==> src/hdl/srbs_pkg.sv <==
// Shared types, constants and helper functions for the sensor rotation
// backoff scheduler. No dependencies; used by every module under hdl/.
package srbs_pkg;

  localparam int unsigned NumSens = 5;
  localparam int unsigned SensIdxW = 3;
  localparam logic [SensIdxW-1:0] HeartbeatIdx = 3'd4;
  localparam int unsigned CycleW = 32;
  localparam int unsigned RemCntW = $clog2(CycleW);

  localparam logic [7:0]  PeriodReset = 8'd30;
  localparam logic [15:0] YieldCapReset = 16'd20;
  localparam logic [7:0]  CeilingReset = 8'd16;
  localparam logic [6:0]  BatteryReset = 7'd100;
  localparam logic [6:0]  BatteryFull = 7'd100;

  localparam int unsigned CfgIdxW = 2;
  localparam int unsigned CfgDataW = 16;

  typedef enum logic [1:0] {
    CMD_NEXT   = 2'd0,
    CMD_REPORT = 2'd1,
    CMD_EPOCH  = 2'd2,
    CMD_NONE   = 2'd3
  } cmd_e;

  typedef enum logic [CfgIdxW-1:0] {
    CFG_PERIOD   = 2'd0,
    CFG_YIELDCAP = 2'd1,
    CFG_CEILING  = 2'd2,
    CFG_BATTERY  = 2'd3
  } cfg_idx_e;

  typedef enum logic [1:0] {
    ST_IDLE,
    ST_REM,
    ST_FINISH
  } state_e;

  // request into the shared remainder unit
  typedef struct packed {
    logic              start;
    logic [CycleW-1:0] dividend;
    logic [7:0]        divisor;
  } rem_req_t;

  typedef struct packed {
    logic       done;
    logic [7:0] rem;
  } rem_rsp_t;

  // delay = 5 * (100 + floor(5 * (100 - p) / 2)), p forced to at least 1
  function automatic logic [10:0] delay_of(input logic [6:0] pct);
    logic [6:0] p;
    logic [6:0] d;
    logic [8:0] d5;
    logic [8:0] m;
    logic [10:0] res;
    p   = (pct == 7'd0) ? 7'd1 : pct;
    d   = BatteryFull - p;
    d5  = {2'b00, d} + {d, 2'b00};
    m   = 9'd100 + {1'b0, d5[8:1]};
    res = {2'b00, m} + {m, 2'b00};
    return res;
  endfunction

endpackage

==> src/hdl/sensor_rotation_backoff_scheduler.sv <==
// Top level of the sensor rotation backoff scheduler: sensor tables,
// sequencer and output register. Depends on srbs_pkg and srbs_rem.
//
// Usage:
//  - Requests come in on s_axis (cmd, sensor_id, found); each request gives
//    exactly one result on m_axis (granted_sensor, sensor_capped, delay_ms).
//  - Registers are written through cfg_we_i / cfg_idx_i / cfg_wdata_i while
//    no request is in flight.
//  - A next request runs cycle_count mod heartbeat_period through the shared
//    32-step restoring remainder unit; the grant is registered when the unit
//    signals done, and the block takes the next request only after the
//    result has been loaded into the output register.
//  - Report, new-epoch and unused commands skip the remainder unit and go
//    straight to the finish state, which loads the output register when free.
//  - s_axis_tready is high only while the sequencer is idle; one request is
//    worked on at a time.
//  - The result sits in an output register; a request may be accepted while
//    it waits. If the receiver stalls, the next result holds in the
//    sequencer until the register empties.
//  - Reset clears the cycle count and all sensor tables and loads the
//    register defaults (period 30, cap 20, ceiling 16, battery 100).
module sensor_rotation_backoff_scheduler (
  input  logic                           clk_i,
  input  logic                           rst_ni,
  input  logic                           s_axis_tvalid,
  output logic                           s_axis_tready,
  // [1:0] cmd, [4:2] sensor_id, [5] found, [7:6] zero
  input  logic [7:0]                     s_axis_tdata,
  output logic                           m_axis_tvalid,
  input  logic                           m_axis_tready,
  // [2:0] granted_sensor, [3] sensor_capped, [14:4] delay_ms, [15] zero
  output logic [15:0]                    m_axis_tdata,
  input  logic                           cfg_we_i,
  input  logic [srbs_pkg::CfgIdxW-1:0]   cfg_idx_i,
  input  logic [srbs_pkg::CfgDataW-1:0]  cfg_wdata_i
);

  localparam int unsigned N = srbs_pkg::NumSens;
  localparam int unsigned IW = srbs_pkg::SensIdxW;

  srbs_pkg::state_e state_q, state_d;

  logic [7:0]  period_q;
  logic [15:0] cap_q;
  logic [7:0]  ceil_q;
  logic [6:0]  batt_q;

  logic [srbs_pkg::CycleW-1:0] cycle_q, cycle_nxt;
  logic [2:0]  mod5_q, mod5_nxt;
  logic [7:0]  backoff_q [N];
  logic [7:0]  skip_q [N];
  logic [15:0] yield_q [N];

  srbs_pkg::cmd_e cmd_q, in_cmd;
  logic [IW-1:0]  id_q, in_id;
  logic           in_found;
  logic [IW-1:0]  grant_q, grant_d;

  logic           out_valid_q;
  logic [15:0]    out_data_q;

  logic accept, out_load, out_free;
  srbs_pkg::rem_req_t rem_req;
  srbs_pkg::rem_rsp_t rem_rsp;

  assign in_cmd   = srbs_pkg::cmd_e'(s_axis_tdata[1:0]);
  assign in_id    = s_axis_tdata[4:2];
  assign in_found = s_axis_tdata[5];

  // ---------------- sequencer ----------------
  always_comb begin
    state_d = state_q;
    unique case (state_q)
      srbs_pkg::ST_IDLE: begin
        if (accept) begin
          state_d = (in_cmd == srbs_pkg::CMD_NEXT) ? srbs_pkg::ST_REM
                                                   : srbs_pkg::ST_FINISH;
        end
      end
      srbs_pkg::ST_REM: begin
        if (rem_rsp.done) state_d = srbs_pkg::ST_FINISH;
      end
      srbs_pkg::ST_FINISH: begin
        if (out_free) state_d = srbs_pkg::ST_IDLE;
      end
      default: state_d = srbs_pkg::ST_IDLE;
    endcase
  end

  always_comb begin
    s_axis_tready = 1'b0;
    out_load      = 1'b0;
    unique case (state_q)
      srbs_pkg::ST_IDLE:   s_axis_tready = 1'b1;
      srbs_pkg::ST_REM:    ;
      srbs_pkg::ST_FINISH: out_load = out_free;
      default:             ;
    endcase
  end

  assign accept   = s_axis_tvalid && s_axis_tready;
  assign out_free = !out_valid_q || m_axis_tready;

  // ---------------- shared remainder unit ----------------
  assign cycle_nxt        = cycle_q + 1'b1;
  assign rem_req.start    = accept && (in_cmd == srbs_pkg::CMD_NEXT);
  assign rem_req.dividend = cycle_nxt;
  assign rem_req.divisor  = period_q;

  srbs_rem u_rem (
    .clk_i  (clk_i),
    .rst_ni (rst_ni),
    .req_i  (rem_req),
    .rsp_o  (rem_rsp)
  );

  // cycle mod 5 tracked alongside the count; 2^32 is not a multiple of 5
  always_comb begin
    if (cycle_q == '1) begin
      mod5_nxt = 3'd0;
    end else if (mod5_q == 3'd4) begin
      mod5_nxt = 3'd0;
    end else begin
      mod5_nxt = mod5_q + 1'b1;
    end
  end

  // ---------------- grant selection ----------------
  logic [N-1:0] capped, can_run;
  logic         scan_hit;
  logic [IW-1:0] scan_pick, best;
  logic [8:0]   min_skip;
  logic [3:0]   k;

  always_comb begin
    for (int i = 0; i < N; i++) begin
      capped[i]  = (i >= 1) && (i <= 3) && (yield_q[i] >= cap_q);
      can_run[i] = !capped[i] && (skip_q[i] == 8'd0);
    end
  end

  always_comb begin
    scan_hit  = 1'b0;
    scan_pick = '0;
    k         = '0;
    for (int i = 0; i < N; i++) begin
      k = {1'b0, mod5_q} + 4'(i);
      if (k >= 4'(N)) k = k - 4'(N);
      if (!scan_hit && (k[IW-1:0] != srbs_pkg::HeartbeatIdx) && can_run[k[IW-1:0]]) begin
        scan_hit  = 1'b1;
        scan_pick = k[IW-1:0];
      end
    end
  end

  // fallback: uncapped non-heartbeat sensor with fewest skips, lowest index on ties
  always_comb begin
    best     = '0;
    min_skip = 9'h100;
    for (int i = 0; i < int'(srbs_pkg::HeartbeatIdx); i++) begin
      if (!capped[i] && ({1'b0, skip_q[i]} < min_skip)) begin
        min_skip = {1'b0, skip_q[i]};
        best     = IW'(i);
      end
    end
  end

  always_comb begin
    priority if ((period_q != 8'd0) && (rem_rsp.rem == 8'd0)) begin
      grant_d = srbs_pkg::HeartbeatIdx;
    end else if (scan_hit) begin
      grant_d = scan_pick;
    end else begin
      grant_d = best;
    end
  end

  // ---------------- report update ----------------
  logic [IW-1:0] rid;
  logic          rid_ok;
  logic [7:0]    b_cur, b_new;
  logic [8:0]    b_dbl;

  assign rid_ok = (in_id < IW'(N));
  assign rid    = rid_ok ? in_id : '0;
  assign b_cur  = backoff_q[rid];
  assign b_dbl  = {b_cur, 1'b0};

  always_comb begin
    priority if (b_cur == 8'd0) begin
      b_new = 8'd1;
    end else if (b_cur < ceil_q) begin
      b_new = (b_dbl > {1'b0, ceil_q}) ? ceil_q : b_dbl[7:0];
    end else begin
      b_new = b_cur;
    end
  end

  // ---------------- state registers ----------------
  always_ff @(posedge clk_i or negedge rst_ni) begin
    if (!rst_ni) begin
      state_q <= srbs_pkg::ST_IDLE;
      cycle_q <= '0;
      mod5_q  <= '0;
      for (int i = 0; i < N; i++) begin
        backoff_q[i] <= '0;
        skip_q[i]    <= '0;
        yield_q[i]   <= '0;
      end
    end else begin
      state_q <= state_d;
      if (accept) begin
        unique case (in_cmd)
          srbs_pkg::CMD_NEXT: begin
            cycle_q <= cycle_nxt;
            mod5_q  <= mod5_nxt;
            for (int i = 0; i < N; i++) begin
              if (skip_q[i] != 8'd0) skip_q[i] <= skip_q[i] - 1'b1;
            end
          end
          srbs_pkg::CMD_REPORT: begin
            if (rid_ok) begin
              if (in_found) begin
                if (yield_q[rid] != 16'hFFFF) yield_q[rid] <= yield_q[rid] + 1'b1;
                backoff_q[rid] <= '0;
                skip_q[rid]    <= '0;
              end else begin
                backoff_q[rid] <= b_new;
                skip_q[rid]    <= b_new;
              end
            end
          end
          srbs_pkg::CMD_EPOCH: begin
            for (int i = 0; i < N; i++) begin
              yield_q[i] <= '0;
              if ((i >= 1) && (i <= 3)) begin
                backoff_q[i] <= '0;
                skip_q[i]    <= '0;
              end
            end
          end
          srbs_pkg::CMD_NONE: ;
          default: ;
        endcase
      end
    end
  end

  // configuration registers
  always_ff @(posedge clk_i or negedge rst_ni) begin
    if (!rst_ni) begin
      period_q <= srbs_pkg::PeriodReset;
      cap_q    <= srbs_pkg::YieldCapReset;
      ceil_q   <= srbs_pkg::CeilingReset;
      batt_q   <= srbs_pkg::BatteryReset;
    end else if (cfg_we_i) begin
      unique case (srbs_pkg::cfg_idx_e'(cfg_idx_i))
        srbs_pkg::CFG_PERIOD:   period_q <= cfg_wdata_i[7:0];
        srbs_pkg::CFG_YIELDCAP: cap_q    <= cfg_wdata_i;
        srbs_pkg::CFG_CEILING:  ceil_q   <= cfg_wdata_i[7:0];
        srbs_pkg::CFG_BATTERY: begin
          batt_q <= (cfg_wdata_i[6:0] > srbs_pkg::BatteryFull) ? srbs_pkg::BatteryFull
                                                               : cfg_wdata_i[6:0];
        end
        default: ;
      endcase
    end
  end

  // request fields held for the result
  always_ff @(posedge clk_i) begin
    if (accept) begin
      cmd_q <= in_cmd;
      id_q  <= in_id;
    end
    if (accept) begin
      grant_q <= '0;
    end else if ((state_q == srbs_pkg::ST_REM) && rem_rsp.done) begin
      grant_q <= grant_d;
    end
  end

  // ---------------- output register ----------------
  logic res_capped;
  assign res_capped = (id_q >= IW'(1)) && (id_q <= IW'(3)) && capped[id_q];

  always_ff @(posedge clk_i or negedge rst_ni) begin
    if (!rst_ni) begin
      out_valid_q <= 1'b0;
    end else if (out_load) begin
      out_valid_q <= 1'b1;
    end else if (m_axis_tready) begin
      out_valid_q <= 1'b0;
    end
  end

  always_ff @(posedge clk_i) begin
    if (out_load) begin
      out_data_q <= {1'b0, srbs_pkg::delay_of(batt_q), res_capped, grant_q};
    end
  end

  assign m_axis_tvalid = out_valid_q;
  assign m_axis_tdata  = out_data_q;

`ifndef ASSERT_OFF
  a_mod5_range: assert property (@(posedge clk_i) disable iff (!rst_ni)
    mod5_q < 3'd5)
    else $error("cycle mod 5 tracker out of range");
  a_rem_in_wait: assert property (@(posedge clk_i) disable iff (!rst_ni)
    rem_rsp.done |-> (state_q == srbs_pkg::ST_REM))
    else $error("remainder result arrived outside the wait state");
  a_grant_only_next: assert property (@(posedge clk_i) disable iff (!rst_ni)
    (out_load && (cmd_q != srbs_pkg::CMD_NEXT)) |=> (m_axis_tdata[2:0] == 3'd0))
    else $error("grant given for a command other than next");
  for (genvar g = 0; g < N; g++) begin : g_skip_chk
    a_skip_le_backoff: assert property (@(posedge clk_i) disable iff (!rst_ni)
      skip_q[g] <= backoff_q[g])
      else $error("skip count above backoff level");
  end
`endif

endmodule

==> src/hdl/srbs_rem.sv <==
// Shared remainder unit: restoring division, one dividend bit per cycle.
// Depends on srbs_pkg.
module srbs_rem (
  input  logic              clk_i,
  input  logic              rst_ni,
  input  srbs_pkg::rem_req_t req_i,
  output srbs_pkg::rem_rsp_t rsp_o
);

  logic                          busy_q, busy_d;
  logic                          done_q, done_d;
  logic [srbs_pkg::RemCntW-1:0]  cnt_q, cnt_d;
  logic [srbs_pkg::CycleW-1:0]   dvd_q, dvd_d;
  logic [7:0]                    dvs_q, dvs_d;
  logic [7:0]                    rem_q, rem_d;
  logic [8:0]                    trial;

  assign trial = {rem_q, dvd_q[srbs_pkg::CycleW-1]};

  always_comb begin
    busy_d = busy_q;
    done_d = 1'b0;
    cnt_d  = cnt_q;
    dvd_d  = dvd_q;
    dvs_d  = dvs_q;
    rem_d  = rem_q;
    if (req_i.start) begin
      busy_d = 1'b1;
      cnt_d  = '0;
      dvd_d  = req_i.dividend;
      dvs_d  = req_i.divisor;
      rem_d  = '0;
    end else if (busy_q) begin
      if (trial >= {1'b0, dvs_q}) begin
        rem_d = 8'(trial - {1'b0, dvs_q});
      end else begin
        rem_d = trial[7:0];
      end
      dvd_d = {dvd_q[srbs_pkg::CycleW-2:0], 1'b0};
      cnt_d = cnt_q + 1'b1;
      if (cnt_q == '1) begin
        busy_d = 1'b0;
        done_d = 1'b1;
      end
    end
  end

  always_ff @(posedge clk_i or negedge rst_ni) begin
    if (!rst_ni) begin
      busy_q <= 1'b0;
      done_q <= 1'b0;
      cnt_q  <= '0;
    end else begin
      busy_q <= busy_d;
      done_q <= done_d;
      cnt_q  <= cnt_d;
    end
  end

  always_ff @(posedge clk_i) begin
    dvd_q <= dvd_d;
    dvs_q <= dvs_d;
    rem_q <= rem_d;
  end

  assign rsp_o.done = done_q;
  assign rsp_o.rem  = rem_q;

`ifndef ASSERT_OFF
  a_no_restart: assert property (@(posedge clk_i) disable iff (!rst_ni)
    req_i.start |-> !busy_q)
    else $error("remainder unit restarted while busy");
  a_done_after_busy: assert property (@(posedge clk_i) disable iff (!rst_ni)
    done_q |-> $past(busy_q))
    else $error("remainder done without a running division");
  a_done_single: assert property (@(posedge clk_i) disable iff (!rst_ni)
    done_q |=> !done_q)
    else $error("remainder done held for more than one cycle");
`endif

endmodule
==> config.mk <==
export PLATFORM = sky130hd
export DESIGN_NAME = sensor_rotation_backoff_scheduler
export DESIGN_NICKNAME = d
export VERILOG_FILES = /design/src/hdl/srbs_pkg.sv /design/src/hdl/sensor_rotation_backoff_scheduler.sv /design/src/hdl/srbs_rem.sv
export SDC_FILE = /design/constraint.sdc
export NUM_CORES = 1
export LEC_CHECK = 0
export BUFFER_PORTS_ARGS = -buffer_cell sky130_fd_sc_hd__clkbuf_2
export CAP_MARGIN = 10
export CELL_PAD_IN_SITES_DETAIL_PLACEMENT = 0
export CELL_PAD_IN_SITES_GLOBAL_PLACEMENT = 2
export CORE_ASPECT_RATIO = 1.75
export CORE_MARGIN = 2
export CORE_UTILIZATION = 43
export CTS_BUF_LIST = sky130_fd_sc_hd__clkbuf_8
export DETAILED_ROUTE_END_ITERATION = 12
export PLACE_DENSITY = 0.95
export SETUP_SLACK_MARGIN = 0.5
export SYNTH_ARGS = -nofsm -noshare
export SYNTH_HDL_FRONTEND = slang
export SYNTH_HIERARCHICAL = 1
export SYNTH_SLANG_ARGS = --single-unit
==> constraint.sdc <==
create_clock -name clk_i -period 7.55 [get_ports clk_i]
set_clock_uncertainty 0.2 [all_clocks]
set_input_delay 1.8875 -clock clk_i [delete_from_list [all_inputs] [get_ports clk_i]]
set_output_delay 1.8875 -clock clk_i [all_outputs]
set_load 0.02 [all_outputs]
==> impl_metrics.csv, run 1 <==
group,metric,value,unit
route,firstDrtPassIters,5,
power,power,7.870,mW
logic_synthesis,ys_seq_area_frac,0.4202,
logic_synthesis,synth_top_area_share,0.3016,
critical_path,reg2reg_setup_slack,0.88,ns
power,leakage,9.144,nW
sta,finalMaxSlewViolations,0,
logic_synthesis,syn_nets,2087,
route,first_iter_violations,951,
global_route,met3_usage,0.02602,
global_route,grt_util_met1,0.2335,
critical_path,crit_type,"flip-flop to flip-flop",
power,p_per_area,381.3,nW/µm²
clock_network,cts-root-buf,"clkbuf_8",
global_route,track_usage,0.2310,
sta,relSlewSlack,0.1820,
route,drc,0,
final_layout,final_nets,2142,
critical_path,crit_arrival,6.99,ns
clock_network,clk_latency,0.64,ns
placed_design,port_buffers,45,
clock_network,numCtsBuffers,47,
critical_path,cp-end-kind,"flip-flop",
global_route,grt_start_max_net_pins,121,
min_path,holdPathEnd,"m_axis_tdata[2]$_DFFE_PP_",
floorplanning,die_w,161.9,µm
global_route,grt_pass1_wl,82960,µm
critical_path,cp.required,7.87,ns
outcome,status,"complete, no violations",
floorplanning,fp.dieH,280.3,µm
floorplanning,dieArea,45360,µm²
critical_path,r2r_start,"cap_q[0]$_DFFE_PN0P_",
final_layout,multi_input_comb_area,10110,µm²
sta,rsz0062_at_grt,"no",
logic_synthesis,syn_inst,1926,
logic_synthesis,netlist_area,18750,µm²
run,maxCapViolCount,0,
critical_path,reg2reg_depth,26,
logic_synthesis,synth_cell_types,93,
floorplanning,initial_utilization,0.4339,
global_route,met2_usage,0.4428,
power,ir_drop,245.6,µV
logic_synthesis,yosys_warnings,6,
global_route,grt-ovfl-total,0,
clock_network,cts_sinks,305,
sta,hold_viol_final,0,
floorplanning,pin_count,49,
logic_synthesis,synth.avg_cell_area,9.736,µm²
clock_network,cts-htree-levels,2,
critical_path,crit_path_max_fanout,15,
sta,worstMarginPinSlew,1.224,ns
global_route,grt_pass1_vias,15680,
route,vias,15060,
final_layout,regArea,7880,µm²
final_layout,final_util,0.4775,
route,wl_per_cell,20.25,µm
critical_path,reg2reg_to,"grant_q[1]$_SDFFE_PP0P_",
sta,setup_viol_count_final,0,
floorplanning,rows,101,
final_layout,area_delta_synth_final,10.06,%
clock_network,ctsLongestPathBuffers,3,
logic_synthesis,synthFlopType,"dfrtp_1",
logic_synthesis,synth_edf_count,58,
global_route,top_usage_layer,"met2",
logic_synthesis,ys_seq_elements,305,
min_path,hp-start,"grant_q[2]$_SDFFE_PP0P_",
placed_design,gp_congestion,0.8820,
clock_network,ctsHoldBuffers,0,
floorplanning,core_area,43220,µm²
logic_synthesis,synth_common_cells,"226 x dfrtp_1, 226 x nand2_1, 167 x o21ai_0, 126 x ha_1, 112 x nor2_1",
logic_synthesis,async_reset_ff_frac,0.7738,
logic_synthesis,ys_top_cells_by_area,"dfrtp_1 30%, edfxtp_1 9.3%, ha_1 8.4%, nand2_1 4.5%, o21ai_0 4.5%",
route,wl,52370,µm
clock_network,clk_pin_slew_worst_paths,0.07,ns
clock_network,cts_tree,"done",
placed_design,dp_hpwl,38790,µm
route,final_antenna_net_count,0,
global_route,grt_antenna_before_repair,1,
final_layout,drive_above_1_share,0.1436,
sta,period_minus_slack,6.671,ns
min_path,whs_path_depth,0,
logic_synthesis,synth_top_area_cell,"dfrtp_1",
min_path,hp-class,"flip-flop to flip-flop",
final_layout,nFillCells,4132,
sta,tns,0,ns
route,viasPerCell,5.822,
sta,fmax,0.1499,GHz
sta,finalCritPeriodShare,0.8835,
critical_path,worstSetupStartpointType,"flip-flop",
[worst max-delay path: stages (launching register included)]
cell and delay [ns]:
dfrtp_1 0.42, ha_1 0.30, nand2b_1 0.14, a2111oi_0 0.41, o221ai_1 0.21, buf_4 0.20, a21bo_2 0.26, nand2b_2 0.34
mux2i_2 0.29, ha_1 0.29, a21oi_1 0.16, nor2_1 0.05, a2111oi_0 0.50, nor2_1 0.13, nor3_2 0.17, o21ai_0 0.12
buf_4 0.20, o21ai_0 0.28, ha_1 0.31, a21oi_1 0.13, nor2b_1 0.06, o21ai_0 0.15, a21oi_1 0.12, or4_1 0.48
a41o_1 0.28, o32a_1 0.29, o31ai_1 0.06
[worst max-delay path by stage]
stage,start,to,slack [ns],cells past startpoint
finish,cap_q[0]$_DFFE_PN0P_,grant_q[1]$_SDFFE_PP0P_,0.88,26
global route,cap_q[0]$_DFFE_PN0P_,grant_q[1]$_SDFFE_PP0P_,0.57,26
CTS,cap_q[0]$_DFFE_PN0P_,grant_q[1]$_SDFFE_PP0P_,0.75,26
detailed placement,cap_q[2]$_DFFE_PN1P_,grant_q[1]$_SDFFE_PP0P_,0.82,27
global placement,cap_q[0]$_DFFE_PN0P_,grant_q[1]$_SDFFE_PP0P_,0.81,25
floorplan,cap_q[2]$_DFFE_PN1P_,grant_q[1]$_SDFFE_PP0P_,1.49,27
[logic make-up after synthesis]
kind of cell | Yosys count | share of synthesized area
compound gates | 496 | 0.1785
xor+xnor | 113 | 0.05278
fa+ha+maj | 130 | 0.08834
buf+inv | 179 | 0.04250
flops | 305 | 0.4202
mux | 112 | 0.06539
other cells | 1 | 0.0002000
simple gates | 590 | 0.1521
[final cells by class]
cell class              instances  area share
well taps                     566     0.03431
flip-flops and latches        305      0.3818
inverters                     107     0.01946
diodes                          1   0.0001212
clock buffers                  54     0.03601
multi-input cells            1442      0.4899
clock inverters                33     0.01437
repair buffers                 78     0.02401
[what timing repair did]
item                                    in CTS  in global routing
endpoints found under the setup margin       0                  2
setup buffers                                0                  0
gates resized for setup                      0                  6
[metrics by stage]
stage / area (µm²) / std cells / hold slack (ns) / setup slack (ns)
2_1_floorplan: 18750 / 1926 / 0.2019 / 1.490
3_3_place_gp: 19580 / 2498 / 0.2388 / 0.8116
3_5_place_dp: 19580 / 2498 / 0.2451 / 0.8187
4_1_cts: 20620 / 2585 / 0.2604 / 0.7529
5_1_grt: 20640 / 2586 / 0.2723 / 0.5660
6_report: 20640 / 2586 / 0.2565 / 0.8793
[cells in the final DEF (no fill, tap or decap), drive strengths merged, types with 52 or more instances in the layout]
cell type	netlist	layout
xnor2	68	68
nor2	114	114
inv	107	121
o21ai	176	176
a21oi	87	87
edfxtp	58	58
ha	126	126
nand2	226	226
clkbuf	39	98
mux2	74	74
dfrtp	226	226
a22o	52	52
[power by group]
group	internal (mW)	switching, mW
sequential	2.20	0.331
combinational	1.60	2.19
clock	0.834	0.710
[routing by layer]
metal  part of all wire  wire, µm  vias to the layer above
met3              0.032      1681                      169
met5                  0         0                        -
met4              0.062      3268                        0
li1                   -         -                     7100
met1               0.36     19000                     7402
met2               0.54     28420                      384
[sequential cells by signal (all words and copies together) (netlist names), 2 cells and up]
signal / flops
backoff_q: 40
batt_q: 7
cap_q: 16
ceil_q: 8
cycle_q: 32
grant_q: 3
id_q: 3
m_axis_tdata: 15
mod5_q: 3
period_q: 8
skip_q: 32
state_q: 2
u_rem/cnt_q: 5
u_rem/dvd_q: 32
u_rem/dvs_q: 8
u_rem/rem_q: 8
yield_q: 80
Note: power is estimated with default switching activity, not from simulation.
==> inputs of run 2 (changes only) <==
- CORE_UTILIZATION: 43 -> 41
- CTS_BUF_LIST: sky130_fd_sc_hd__clkbuf_8 -> default
- PLACE_DENSITY: 0.95 -> 0.92
==> run 2 against run 1 <==
Net effect: sequential power about the same; global-route usage decreased by 1.6 points; clock power increased by 4%; power increased by 0.23%; highest routed layer unchanged; maximum frequency increased by 2.7%; register-to-register slack improved by 0.18 ns; routed wire length decreased by 2.2%; via count decreased by 3.6%.
==> impl_metrics.csv, run 2 (synthesized netlist as in run 1, its figures left out) <==
group,metric,value,unit
clock_network,postCtsResizedCells,0,
final_layout,fin_cells,2554,
min_path,hp-start,"grant_q[2]$_SDFFE_PP0P_",
clock_network,clk_pin_slew_worst_paths,0.07,ns
critical_path,cp-end-kind,"flip-flop",
sta,rsz0062_at_grt,"no",
sta,fmax,0.1540,GHz
global_route,grt_start_max_net_pins,122,
critical_path,r2r_start,"cap_q[0]$_DFFE_PN0P_",
floorplanning,pin_count,49,
route,vias,14510,
sta,setup_viol_count_final,0,
sta,whs,0.2415,ns
route,wl_per_cell,20.05,µm
placed_design,place_inst,2498,
route,final_antenna_net_count,0,
global_route,grt_pass1_wl,82650,µm
route,firstDrtPassIters,5,
global_route,grt_pass1_vias,15230,
critical_path,path_cells,"ha_1 > nand2b_1 > a2111oi_1 > o221ai_2 > a21bo_2 > nand2b_2 > mux2i_1 > ha_1 > a21o_1 > a2111oi_0 > nor2_1 > nor3_1 > o21ai_0 > buf_4 > o21ai_0 > ha_1 > o21ai_0 > nand2b_1 > a21oi_1 > a21oi_1 > or4_1 > a41o_1 > o32a_1 > o31ai_1",
clock_network,cts_setup_buffers,0,
clock_network,cts-htree-levels,1,
run,maxCapViolCount,0,
floorplanning,rows,103,
outcome,status,"complete, no violations",
critical_path,worstSetupStartpointType,"flip-flop",
placed_design,port_buffers,45,
floorplanning,die_w,165.7,µm
floorplanning,fp.dieH,286.9,µm
sta,tns,0,ns
critical_path,reg2reg_setup_slack,1.06,ns
sta,relSlewSlack,0.1697,
floorplanning,dieArea,47530,µm²
min_path,holdPathEnd,"m_axis_tdata[2]$_DFFE_PP_",
sta,worstMarginPinSlew,1.243,ns
placed_design,dpl_worst_slack,0.7275,ns
sta,period_minus_slack,6.493,ns
min_path,hp-class,"flip-flop to flip-flop",
final_layout,antenna_cells,0,
clock_network,cts-root-buf,"clkbuf_16",
final_layout,fin_area,20580,µm²
global_route,grt_antenna_before_repair,0,
final_layout,area_delta_synth_final,9.742,%
clock_network,numCtsBuffers,30,
clock_network,ctsLongestPathBuffers,3,
final_layout,top_regs,"yield_q (80), backoff_q (40)",
final_layout,final_util,0.4562,
sta,finalCritPeriodShare,0.8600,
sta,setup_ws,1.057,ns
critical_path,crit_slowest_cell,"or4_1",
power,leakage,9.006,nW
global_route,grt-ovfl-total,0,
clock_network,ctsHoldBuffers,0,
clock_network,cts_tree,"done",
power,ir_drop,309.0,µV
critical_path,reg2reg_depth,24,
sta,hold_viol_final,0,
critical_path,cp.required,7.86,ns
sta,finalMaxSlewViolations,0,
route,drc,0,
floorplanning,initial_utilization,0.4157,
placed_design,dp_hpwl,39210,µm
global_route,track_usage,0.2149,
final_layout,largest_reg_flops,80,
clock_network,cts_sinks,305,
power,power,7.888,mW
final_layout,drive_above_1_share,0.1275,
critical_path,crit_path_max_fanout,15,
final_layout,final_cell_mix,"226 x nand2_1, 226 x dfrtp_1, 167 x o21ai_0, 126 x ha_1, 112 x nor2_1",
clock_network,clk_latency,0.61,ns
route,wl,51210,µm
floorplanning,core_area,45110,µm²
power,p_per_area,383.3,nW/µm²
placed_design,placed_area,19510,µm²
critical_path,crit_type,"flip-flop to flip-flop",
route,first_iter_violations,899,
route,viasPerCell,5.682,
critical_path,crit_arrival,6.81,ns
final_layout,final_nets,2114,
critical_path,reg2reg_to,"grant_q[1]$_SDFFE_PP0P_",
critical_path,critPathMaxStageDelay,0.48,ns
min_path,whs_path_depth,0,
final_layout,top_register,"yield_q",
placed_design,gp_congestion,0.8838,
run 2: worst max-delay path: cells and delay by family, from the launching register on:
kind / cells / cell delay, ns
AO/OA/AOI/OAI: 13 / 3.00
flip-flops: 1 / 0.42
adder cells (fa/ha/maj): 3 / 0.89
AND/OR/NAND/NOR: 6 / 1.38
buffers and inverters: 1 / 0.20
multiplexers: 1 / 0.30
run 2: final cells by class:
cell class                      count  area, µm²
Clock buffer                       42      899.6
Clock inverter                     14      160.2
Fill cell                        4304      24530
Inverter                          107      401.6
Multi-Input combinational cell   1442      10100
Sequential cell                   305       7880
Tap cell                          577      721.9
Timing Repair Buffer               67      412.9
run 2: worst max-delay path by stage:
| stage | startpoint | end | cells past startpoint |
|---|---|---|---|
| after floorplan | cap_q[2]$_DFFE_PN1P_ | grant_q[1]$_SDFFE_PP0P_ | 27 |
| after global placement | cap_q[2]$_DFFE_PN1P_ | grant_q[1]$_SDFFE_PP0P_ | 25 |
| after detailed placement | cap_q[2]$_DFFE_PN1P_ | grant_q[1]$_SDFFE_PP0P_ | 25 |
| after CTS | cap_q[2]$_DFFE_PN1P_ | grant_q[1]$_SDFFE_PP0P_ | 25 |
| after global routing | cap_q[0]$_DFFE_PN0P_ | grant_q[1]$_SDFFE_PP0P_ | 25 |
| final | cap_q[0]$_DFFE_PN0P_ | grant_q[1]$_SDFFE_PP0P_ | 24 |
run 2: power breakdown:
group	switching, mW	total (mW)	internal, mW	leakage (nW)
Combinational	2.17	3.76	1.59	4.71
Clock	0.694	1.60	0.907	0.501
Sequential	0.329	2.53	2.20	3.79
Total	3.19	7.89	4.70	9.01
run 2: routing by layer:
metal  track usage  vias up  wire (µm)
li1              -     7030          -
met1        0.2236     7118      19150
met2        0.4275      250      28340
met3       0.01969      115       1233
met4        0.1026        0       2478
met5             0        -          0
==> inputs of run 3 (changes only) <==
- PLACE_DENSITY: 0.92 -> 0.93
- SYNTH_HIERARCHICAL: 1 -> default
- clock period: 7.55 -> 7 ns (I/O delays scaled with it)
==> run 3 against run 2 <==
Net effect: clock-buffer cell count did not move; global-route usage rose by 0.86 points; non-clock buffer count rose by 14; maximum frequency rose by 6.3%; cell count rose by 1.9%; largest cell class unchanged; largest power group unchanged; highest routed layer unchanged.
==> impl_metrics.csv, run 3 <==
group,metric,value,unit
global_route,grt_antenna_before_repair,0,
logic_synthesis,ys_top_cells_by_area,"dfrtp_1 31%, edfxtp_1 9.5%, ha_1 8.6%, nand2_1 6.2%, o21ai_0 6.2%",
power,leakage,8.780,nW
placed_design,dp_hpwl,38800,µm
clock_network,ctsLongestPathBuffers,3,
global_route,track_usage,0.2235,
final_layout,area_delta_synth_final,10.51,%
global_route,grt-ovfl-total,0,
sta,relSlewSlack,0.1620,
sta,finalCritPeriodShare,0.8728,
sta,finalMaxSlewViolations,0,
route,wl,51540,µm
logic_synthesis,synth_common_cells,"305 x nand2_1, 228 x o21ai_0, 226 x dfrtp_1, 126 x ha_1, 114 x nor2_1",
clock_network,clk_latency,0.59,ns
logic_synthesis,synth_edf_count,58,
power,switching_share,0.4057,
global_route,grt_start_max_net_pins,120,
power,p_int,5.012,mW
final_layout,drive_above_1_share,0.1153,
clock_network,cts_sinks,305,
sta,setup_viol_count_final,0,
critical_path,crit_type,"flip-flop to flip-flop",
route,final_antenna_net_count,0,
sta,hold_viol_final,0,
route,firstDrtPassIters,7,
run,maxCapViolCount,0,
clock_network,cts-root-buf,"clkbuf_16",
sta,tns,0,ns
sta,period_minus_slack,6.110,ns
power,power,8.434,mW
clock_network,ctsHoldBuffers,0,
clock_network,numCtsBuffers,30,
final_layout,top_register,"yield_q",
final_layout,final_nets,2167,
sta,worstMarginPinSlew,1.246,ns
logic_synthesis,synth_top_area_cell,"dfrtp_1",
final_layout,final_cell_mix,"303 x nand2_1, 227 x o21ai_0, 225 x dfrtp_1, 126 x ha_1, 114 x nor2_1",
final_layout,top_regs,"yield_q (80), backoff_q (40)",
clock_network,cts_setup_buffers,0,
floorplanning,dieArea,46510,µm²
final_layout,final_util,0.4590,
route,wl_per_cell,19.81,µm
logic_synthesis,ys_seq_elements,305,
placed_design,port_buffers,45,
final_layout,regArea,7881,µm²
critical_path,cp-end-kind,"flip-flop",
logic_synthesis,syn_nets,2130,
logic_synthesis,netlist_area,18340,µm²
logic_synthesis,synthFlopType,"dfrtp_1",
placed_design,gp_congestion,0.8659,
sta,rsz0062_at_grt,"no",
logic_synthesis,yosys_warnings,0,
floorplanning,core_area,44160,µm²
power,ir_drop,464.4,µV
floorplanning,pin_count,49,
final_layout,largest_reg_flops,80,
power,combPwrFrac,0.480,
clock_network,cts-htree-levels,1,
logic_synthesis,ys_seq_area_frac,0.4296,
critical_path,cp.required,7.33,ns
critical_path,worstSetupStartpointType,"flip-flop",
floorplanning,initial_utilization,0.4154,
sta,fmax,0.1637,GHz
power,p_clk_frac,0.202,
logic_synthesis,async_reset_ff_frac,0.7738,
global_route,grt_pass1_wl,81730,µm
floorplanning,fp.dieH,283.8,µm
floorplanning,rows,102,
global_route,grt_pass1_vias,15110,
route,viasPerCell,5.696,
final_layout,multi_input_comb_area,9739,µm²
logic_synthesis,syn_inst,1969,
route,vias,14820,
logic_synthesis,synth_cell_types,87,
logic_synthesis,synth_top_area_share,0.3083,
power,pwr-share-seq,0.318,
clock_network,cts_tree,"done",
route,drc,0,
clock_network,clk_pin_slew_worst_paths,0.07,ns
min_path,hp-class,"flip-flop to flip-flop",
route,first_iter_violations,783,
logic_synthesis,synth_most_common_cell,"nand2_1",
power,p_per_area,416.1,nW/µm²
final_layout,nFillCells,4339,
logic_synthesis,synth.avg_cell_area,9.315,µm²
critical_path,crit_arrival,6.44,ns
critical_path,crit_path_max_fanout,14,
power,p_sw,3.421,mW
final_layout,antenna_cells,0,
final_layout,final_common_cell,"nand2_1",
outcome,status,"complete, no violations",
floorplanning,die_w,163.9,µm
## run 3: through the flow
step	hold slack, ns	std cells	setup WS (ns)	instance area, µm²
finish	0.2583	2602	0.8904	20270
global route	0.2646	2602	0.5267	20270
CTS	0.2559	2602	0.5274	20220
detailed placement	0.2387	2546	0.6192	19190
global placement	0.2425	2546	0.5844	19190
floorplan	0.2030	1969	1.215	18340
## run 3: worst paths after layout
| check | cells after the start | start | endpoint | slack (ns) |
|---|---|---|---|---|
| max | 27 | cap_q[15]$_DFFE_PN0P_ | grant_q[0]$_SDFFE_PP0P_ | 0.89 |
| min | 0 | grant_q[2]$_SDFFE_PP0P_ | m_axis_tdata[2]$_DFFE_PP_ | 0.26 |
| max reg2reg | 27 | cap_q[15]$_DFFE_PN0P_ | grant_q[0]$_SDFFE_PP0P_ | 0.89 |
| min reg2reg | 0 | grant_q[2]$_SDFFE_PP0P_ | m_axis_tdata[2]$_DFFE_PP_ | 0.26 |
| max in group asynchronous | 2 | rst_ni | backoff_q[17]$_DFFE_PN0P_ | 4.22 |
| min in group asynchronous | 1 | rst_ni | skip_q[23]$_DFFE_PN0P_ | 1.00 |
## run 3: critical path, cell delays in order, from the launching register on
cell       delay (ns)
dfrtp_2          0.47
inv_1            0.12
ha_1             0.34
nand4_1          0.19
a2111oi_1        0.42
buf_4            0.20
a21oi_4          0.07
nand2_4          0.16
mux2i_2          0.30
ha_1             0.29
a21oi_1          0.14
nor2_1           0.05
a2111oi_1        0.36
nor2_1           0.09
nor3_1           0.22
o21ai_0          0.13
buf_4            0.19
o21ai_0          0.27
ha_1             0.31
nand3_1          0.09
nor2_1           0.05
a221oi_1         0.26
nand2_1          0.08
a311o_1          0.35
a31oi_1          0.21
a31oi_1          0.12
a2bb2oi_1        0.20
a21oi_1          0.15
## run 3: power by group through the flow
stage	combinational [mW]	clock, mW	sequential, mW
3_5_place_dp	4.01	0	2.70
4_1_cts	4.06	1.74	2.68
6_report	4.05	1.70	2.68
3_3_place_gp	3.91	0	2.69
5_1_grt	4.58	1.81	2.73
2_1_floorplan	3.06	0	2.62
## run 3: what timing repair did
action / CTS / global route
endpoints found under the setup margin: 0 / 2
resized for setup: 0 / 14
hold endpoints to repair: 0 / 0
## run 3: area by class of cell
class                   instances  share of cell area
multi-input cells            1487              0.4805
clock inverters                14            0.007840
well taps                     572             0.03531
flip-flops and latches        305              0.3888
inverters                     101             0.01877
repair buffers                 81             0.02556
clock buffers                  42             0.04321
## run 3: per-layer routing
layer  part of all wire  global-route usage  vias to the layer above
met5                  0                   0                        -
met4              0.073              0.1436                        0
met3              0.042             0.02382                      179
met2               0.53              0.4125                      415
met1               0.36              0.2364                     7140
li1                   -                   -                     7086
## run 3: cells by family (layout without fill, tap and decap cells)
family | after synthesis | after routing | synth area share
multiplexers | 84 | 84 | 0.04966
flip-flops | 305 | 305 | 0.4296
other | 1 | 1 | 0.0002045
buffers and inverters | 177 | 238 | 0.04264
adder cells (fa/ha/maj) | 130 | 130 | 0.09032
XOR/XNOR | 107 | 107 | 0.05109
AND/OR/NAND/NOR | 652 | 652 | 0.1652
AO/OA/AOI/OAI | 513 | 513 | 0.1712
